===== src/rtl/core/ghe_pkg.sv =====
package ghe_pkg;

  // Default build parameters
  localparam int CORDIC_STAGES_DEF = 16;
  localparam int ANGLE_BITS_DEF    = 16;

  // Field widths
  localparam int QUAT_W   = 16;
  localparam int POS_W    = 32;
  localparam int ANGLE_OUT_W = 16;
  localparam int CFG_W    = 32;
  localparam int CFG_IDX_W = 1;

  // Datapath widths: the yaw terms need 34 bits signed, the goal vector 33.
  // Operands are scaled by 2^20 before rotation and gain stays below 2^2.
  localparam int TERM_W      = 34;
  localparam int PRESCALE_SH = 20;
  localparam int CW          = TERM_W + PRESCALE_SH + 2;

  // Configuration register indexes
  typedef enum logic [CFG_IDX_W-1:0] {
    REG_GOAL_POS_X = 1'b0,
    REG_GOAL_POS_Y = 1'b1
  } cfg_reg_t;

  // One vector in flight through the rotation chain
  typedef struct packed {
    logic signed [CW-1:0] x;
    logic signed [CW-1:0] y;
  } cvec_t;

  // Per-item side data that rides along the chain
  typedef struct packed {
    logic             yaw_zero;
    logic             brg_zero;
    logic [POS_W-1:0] echo_x;
    logic [POS_W-1:0] echo_y;
  } side_t;

  // atan(2^-i) in 2^32-per-turn units
  localparam int ATAN_LEN = 24;
  localparam logic [31:0] ATAN_TURN32 [ATAN_LEN] = '{
    32'd536870912, 32'd316933406, 32'd167458907, 32'd85004756,
    32'd42667331,  32'd21354465,  32'd10679838,  32'd5340245,
    32'd2670163,   32'd1335087,   32'd667544,    32'd333772,
    32'd166886,    32'd83443,     32'd41722,     32'd20861,
    32'd10430,     32'd5215,      32'd2608,      32'd1304,
    32'd652,       32'd326,       32'd163,       32'd81
  };

  // Round the table entry to nearest at the given angle width
  function automatic logic [31:0] atan_step(input int idx, input int abits);
    logic [32:0] t;
    int          sh;
    t  = {1'b0, ATAN_TURN32[idx]};
    sh = 32 - abits;
    if (sh == 0) begin
      return t[31:0];
    end
    return 32'((t + (33'd1 << (sh - 1))) >> sh);
  endfunction

endpackage


===== src/rtl/core/ghe_prep.sv =====
module ghe_prep #(
  parameter int ANGLE_BITS = ghe_pkg::ANGLE_BITS_DEF
) (
  input  logic                                 clk,
  input  logic                                 rst_n,
  input  logic                                 adv,
  input  logic                                 valid_i,
  input  logic signed [ghe_pkg::QUAT_W-1:0]    quat_w,
  input  logic signed [ghe_pkg::QUAT_W-1:0]    quat_x,
  input  logic signed [ghe_pkg::QUAT_W-1:0]    quat_y,
  input  logic signed [ghe_pkg::QUAT_W-1:0]    quat_z,
  input  logic signed [ghe_pkg::POS_W-1:0]     pos_x,
  input  logic signed [ghe_pkg::POS_W-1:0]     pos_y,
  input  logic signed [ghe_pkg::POS_W-1:0]     goal_x,
  input  logic signed [ghe_pkg::POS_W-1:0]     goal_y,
  output logic                                 valid_o,
  output ghe_pkg::side_t                       side_o,
  output ghe_pkg::cvec_t                       yaw_o,
  output logic [ANGLE_BITS-1:0]                yaw_z_o,
  output ghe_pkg::cvec_t                       brg_o,
  output logic [ANGLE_BITS-1:0]                brg_z_o
);
  import ghe_pkg::*;

  localparam logic [ANGLE_BITS-1:0] Z_HALF = ANGLE_BITS'(1) << (ANGLE_BITS - 1);

  // Stage 1: quaternion products and goal vector
  logic                    valid1_r;
  logic signed [31:0]      p_wz_r, p_xy_r, p_yy_r, p_zz_r;
  logic signed [POS_W:0]   dx_r, dy_r;
  logic [POS_W-1:0]        echo_x_r, echo_y_r;

  always_ff @(posedge clk) begin
    if (!rst_n) begin
      valid1_r <= 1'b0;
    end else if (adv) begin
      valid1_r <= valid_i;
    end
  end

  always_ff @(posedge clk) begin
    if (adv) begin
      p_wz_r   <= quat_w * quat_z;
      p_xy_r   <= quat_x * quat_y;
      p_yy_r   <= quat_y * quat_y;
      p_zz_r   <= quat_z * quat_z;
      dx_r     <= {goal_x[POS_W-1], goal_x} - {pos_x[POS_W-1], pos_x};
      dy_r     <= {goal_y[POS_W-1], goal_y} - {pos_y[POS_W-1], pos_y};
      echo_x_r <= pos_x;
      echo_y_r <= pos_y;
    end
  end

  // Stage 2: yaw terms, scale up, turn left-half-plane vectors by pi
  logic signed [TERM_W-1:0] sin_t, cos_t, bdx_t, bdy_t;
  logic signed [TERM_W-1:0] sum_sin, sum_sq;
  logic signed [CW-1:0]     ysx, ysy, bsx, bsy;
  logic                     yaw_neg, brg_neg;

  always_comb begin
    sum_sin = TERM_W'(p_wz_r) + TERM_W'(p_xy_r);
    sum_sq  = TERM_W'(p_yy_r) + TERM_W'(p_zz_r);
    sin_t   = sum_sin <<< 1;
    cos_t   = (TERM_W'(1) <<< 28) - (sum_sq <<< 1);
    bdx_t   = TERM_W'(dx_r);
    bdy_t   = TERM_W'(dy_r);
    ysx     = CW'(cos_t) <<< PRESCALE_SH;
    ysy     = CW'(sin_t) <<< PRESCALE_SH;
    bsx     = CW'(bdx_t) <<< PRESCALE_SH;
    bsy     = CW'(bdy_t) <<< PRESCALE_SH;
    yaw_neg = cos_t[TERM_W-1];
    brg_neg = bdx_t[TERM_W-1];
  end

  always_ff @(posedge clk) begin
    if (!rst_n) begin
      valid_o <= 1'b0;
    end else if (adv) begin
      valid_o <= valid1_r;
    end
  end

  always_ff @(posedge clk) begin
    if (adv) begin
      yaw_o.x         <= yaw_neg ? -ysx : ysx;
      yaw_o.y         <= yaw_neg ? -ysy : ysy;
      yaw_z_o         <= yaw_neg ? Z_HALF : '0;
      brg_o.x         <= brg_neg ? -bsx : bsx;
      brg_o.y         <= brg_neg ? -bsy : bsy;
      brg_z_o         <= brg_neg ? Z_HALF : '0;
      side_o.yaw_zero <= (sin_t == '0) && (cos_t == '0);
      side_o.brg_zero <= (bdx_t == '0) && (bdy_t == '0);
      side_o.echo_x   <= echo_x_r;
      side_o.echo_y   <= echo_y_r;
    end
  end

endmodule


===== config.mk =====
export PLATFORM = sky130hd
export DESIGN_NAME = ghe_prep
export DESIGN_NICKNAME = d
export VERILOG_FILES = /design/src/rtl/core/ghe_pkg.sv /design/src/rtl/core/ghe_prep.sv
export SDC_FILE = /design/constraint.sdc
export NUM_CORES = 2
export LEC_CHECK = 0
export ABC_AREA = 1
export BUFFER_PORTS_ARGS = -buffer_cell sky130_fd_sc_hd__clkbuf_2
export CELL_PAD_IN_SITES_DETAIL_PLACEMENT = 1
export CELL_PAD_IN_SITES_GLOBAL_PLACEMENT = 2
export CORE_ASPECT_RATIO = 0.6
export CORE_UTILIZATION = 42
export DETAILED_ROUTE_END_ITERATION = 12
export PLACE_DENSITY_LB_ADDON = 0.1
export SLEW_MARGIN = 20
export SYNTH_ARGS = -nofsm -noshare
export SYNTH_HDL_FRONTEND = slang
export SYNTH_SLANG_ARGS = --single-unit
export TNS_END_PERCENT = 5

===== constraint.sdc =====
create_clock -name clk -period 14.7 [get_ports clk]
set_input_delay 0.735 -clock clk [delete_from_list [all_inputs] [get_ports clk]]
set_output_delay 0.735 -clock clk [all_outputs]
set_load 0.03 [all_outputs]

# Word level (Yosys, flattened, before mapping)

Cells that the tools add are included.

Bits in registers: 582
Bits of input ports: 196
Output and inout port bits: 323
Logic and storage cells: 49

Add/sub/neg operators: 9
Multiply operators: 4
Multiplexer cells: 6
Reductions and logical operators: 6

Operator list:

| kind                                               | number |
|---|---|
| logical NOT 34 bit                                 | 4 |
| multiplier 16 x 16 -> 32 bit                       | 4 |
| 2-to-1 mux 56 bit                                  | 2 |
| negator 53 -> 56 bit                               | 2 |
| negator 54 -> 56 bit                               | 2 |
| adder 32 x 32 -> 33 bit                            | 2 |
| subtractor 32 x 32 -> 33 bit                       | 2 |
| 2-to-1 mux 53 bit                                  | 1 |
| 2-to-1 mux 52 bit                                  | 1 |
| subtractor 30 x 34 -> 34 bit, first input constant | 1 |
| 2-to-1 mux 16 bit                                  | 2 |
| logical AND 1 bit                                  | 2 |

# Logic depth before layout (Yosys ltp)

Depth after elaboration: 4
Depth in mapped cells: 29

# Least setup slack after synthesis

No wires, ideal clock.

Kind: input to register
Start: input port quat_y[4] (netlist bit)
End: register p_xy_r[31] (data pin)
Setup time: 0.262 ns
Arrival: 6.362 ns
Setup slack: 8.076 ns
Stages on the path: 23
Path through: clkbuf_1 -> clkbuf_1 -> nand2_1 -> fa_1 -> inv_1 -> fa_1 -> fa_1 -> fa_1 -> fa_1 -> inv_1 -> fa_1 -> inv_1 -> ha_1 -> nand2_1 -> nor4_1 -> nand3_1 -> nand3_1 -> nand3_1 -> nand2_1 -> a21boi_0 -> o21bai_1 -> a21oi_1 -> xor2_1

Cells in the longest elaborated chain, start to end: 1

Ends and longest elaborated chain:

| what                         | line           | RTL |
|---|---|---|
| start: declaration           | ghe_prep.sv:10 | `input logic signed [ghe_pkg::QUAT_W-1:0] quat_y,` |
| multiplier 16 x 16 -> 32 bit | ghe_prep.sv:44 | `p_xy_r <= quat_x * quat_y;` |
| end signal: assignment       | ghe_prep.sv:44 |  |
| end: declaration             | ghe_prep.sv:29 | `logic signed [31:0] p_wz_r, p_xy_r, p_yy_r, p_zz_r;` |

Every way passes these cells.
A chain may end at the register's enable or synchronous reset.

# Final worst setup path

Start: input port quat_z[3] (netlist bit)
End: register p_zz_r[28] (data pin)

Cells in the longest elaborated chain, start to end: 1

Ends and longest elaborated chain:

| what                         | line           | RTL |
|---|---|---|
| start: declaration           | ghe_prep.sv:11 | `input logic signed [ghe_pkg::QUAT_W-1:0] quat_z,` |
| multiplier 16 x 16 -> 32 bit | ghe_prep.sv:46 | `p_zz_r <= quat_z * quat_z;` |
| end signal: assignment       | ghe_prep.sv:46 |  |
| end: declaration             | ghe_prep.sv:29 |  |

Every way passes these cells.

==> results.json <==
{
  "status": "completed",
  "grt_max_degree": 171,
  "hold_end": "echo_y_r[26]$_DFFE_PP_",
  "critPathMaxFanout": 33,
  "cp.arrival_ns": 7.33,
  "ys_seq_elements": 468,
  "yosys_most_used_dff": "edfxtp_1",
  "final_max_slew_viol_count": 0,
  "routedWlPerCell_um": 20.3,
  "grt_pass1_wl_mm": 311,
  "path_clk_slew_ns": 0.07,
  "reg2reg_to": "yaw_o[80]$_DFFE_PP_",
  "hp-class": "input port to register",
  "start_util_pct": 42.3,
  "final_util_pct": 45.9,
  "numPortBuffers": 406,
  "routed_wl_mm": 200,
  "syn_area_um2": 64700,
  "post_cts_resized": 0,
  "grt_overflow": 0,
  "die_w_um": 509,
  "reg2reg_slack_ns": 9.18,
  "ff_latch_area_um2": 14000,
  "routed-via-count": 48427,
  "max_freq_mhz": 143,
  "max_slew_margin_pct": 25.1,
  "multi_input_area_um2": 41800,
  "crit_type": "input port to register",
  "vias_per_cell": 4.93,
  "ys_seq_area_share_pct": 21.7,
  "numClockSinks": 468,
  "clock_latency_ns": 0.64,
  "finClkSkew_ns": 0.0367,
  "end_kind": "register",
  "grt_pass1_vias": 51339,
  "cts_tree": "yes",
  "numCtsBuffers": 49,
  "reg2reg_from": "p_zz_r[11]$_DFFE_PP_",
  "tightest_slew_ns": 1.12,
  "synth_cell_types": 57,
  "fp.dieH_um": 306,
  "hp-start": "pos_y[26]",
  "boundaryPins": 519,
  "post-route-drc-count": 0,
  "finalCriticalPeriod_ns": 6.97,
  "tns_ns": 0,
  "drt_first_iter_violations": 3181,
  "cp.required_ns": 15.05,
  "hold_viol": 0,
  "die_area_um2": 156000,
  "drv_cap": 0,
  "async_flop_share_pct": 0,
  "antenna_found_initial": 7,
  "num_rows": 111,
  "synth_edf_count": 466,
  "setup_viol": 0,
  "dp_hpwl_mm": 168,
  "rsz0062_at_grt": "no",
  "period_share_pct": 47.4,
  "worst-r2r-cell-count": 15,
  "fillers": 18115,
  "clockRootBuffer": "clkbuf_16",
  "start_kind": "input port",
  "ant_nets": 0,
  "syn_avg_cell_area_um2": 8.70,
  "cts_setup_buffers": 0,
  "h-tree-depth": 2,
  "holdBufCountCts": 0,
  "core_area_um2": 153000,
  "whs_path_depth": 1,
  "gp_congestion": 0.874,
  "drive_gt1_share_pct": 8.00,
  "clock_path_buffers": 3,
  "area_growth_pct": 8.41,
  "track_usage_pct": 26.1,
  "nets": 9418,
  "drt_first_pass_iters": 5,
  "synth_cells": 7436,
  "yosysWarnings": 0
}
through the flow:
step,setup slack [ns],instances,hold WS [ns],area (um2)
after floorplan,8.08,7552,0.400,65100
after global placement,7.36,9727,0.401,68400
after detailed placement,7.16,9727,0.405,68400
after CTS,7.82,9818,0.237,70100
after global routing,7.25,9820,0.260,70100
final,7.73,9821,0.284,70100
sequential cells by signal, indices dropped and copies added, names as in the netlist:
signal / count
valid1_r: 1
p_wz_r: 32
valid_o: 1
yaw_z_o: 1
p_xy_r: 32
yaw_o: 70
p_zz_r: 31
brg_o: 72
echo_y_r: 32
brg_z_o: 1
echo_x_r: 32
side_o: 66
p_yy_r: 31
dy_r: 33
dx_r: 33
layer usage:
metal	vias up	share of wire, %	GRT usage (%)	routed length (um)
li1	22509	-	-	-
met3	114	5.3	3.13	10700
met4	2	1.1	3.07	2260
met2	1017	41	37.3	81000
met1	24785	53	42.6	106000
met5	-	0.0065	0	13
cell usage in the layout (no fill, tap or decap), drive strengths merged, types with 3 or more instances in the layout:
cell	instances
nand4	52
xnor2	137
clkinv	28
a21o	17
o31ai	6
fa	996
o21bai	20
o22ai	4
or2	29
a211oi	5
nand2	1530
nor2	388
nand3b	7
clkbuf	455
o21a	4
nor3	49
nor3b	4
a31o	5
and2	4
a31oi	40
edfxtp	466
conb	117
clkinvlp	6
o211ai	5
diode	3
bufinv	8
a21oi	259
a21boi	25
nor4	9
nand3	162
xor2	229
buf	29
o21ai	129
ha	482
inv	2067
synthesized netlist by cell type, types with 17 or more instances:
cell type	instances	area share [%]
nand4_1	52	0.50
a21boi_0	23	0.27
edfxtp_1	466	22
xnor2_1	137	1.9
a21oi_1	253	2.0
nor3_1	48	0.37
a21o_1	17	0.20
nand3_1	152	1.2
nand2_1	1508	8.8
nor2_2	19	0.18
nor2_1	362	2.1
a31oi_1	40	0.39
o21ai_0	120	0.93
clkbuf_1	168	0.98
xor2_1	229	3.1
buf_4	115	1.3
or2_2	28	0.27
ha_1	482	9.3
inv_1	2055	12
fa_1	996	31
nand2_2	20	0.19
o21bai_1	20	0.23
kinds of logic after synthesis:
logic type | Yosys count | synth area share, %
buf+inv | 2361 | 14.4
simple gates | 2234 | 14.2
fa+ha+maj | 1478 | 40.2
compound gates | 528 | 4.62
flops | 468 | 21.7
xor+xnor | 366 | 4.96
other cells | 1 | 0.00580
worst max path at each step:
stage                         start                    to  slack [ns]
after global placement    quat_z[3]  p_zz_r[29]$_DFFE_PP_        7.36
after detailed placement  quat_z[3]  p_zz_r[28]$_DFFE_PP_        7.16
after floorplan           quat_y[4]  p_xy_r[31]$_DFFE_PP_        8.08
after CTS                 quat_z[3]  p_zz_r[28]$_DFFE_PP_        7.82
after global routing      quat_z[3]  p_zz_r[28]$_DFFE_PP_        7.25
final                     quat_z[3]  p_zz_r[28]$_DFFE_PP_        7.73
cell type report:
| type | count | share of cell area [%] |
|---|---|---|
| Tap cell | 2034 | 3.63 |
| Inverter | 2068 | 11.1 |
| Multi-Input combinational cell | 4723 | 59.6 |
| Clock buffer | 50 | 1.75 |
| Timing Repair Buffer | 434 | 3.23 |
| Clock inverter | 41 | 0.719 |
| Antenna cell | 3 | 0.0107 |
| Sequential cell | 468 | 20.0 |
critical path, stage by stage:
cell	delay [ns]
clkbuf_2	0.70
inv_1	0.39
fa_1	0.60
fa_1	0.49
inv_1	0.07
ha_1	0.13
inv_1	0.05
fa_1	0.47
inv_1	0.04
ha_1	0.26
inv_1	0.05
fa_1	0.47
inv_1	0.04
ha_1	0.35
nand2_1	0.07
inv_1	0.05
a21oi_1	0.09
o21ai_0	0.49
a21oi_1	0.24
o21ai_0	0.37
a21boi_0	0.20
o21ai_0	0.33
a21boi_0	0.23
o21ai_0	0.25
xor2_1	0.12
Power is not shown: default switching activity piles up to over one toggle a cycle in this logic, so the estimate is an artifact.
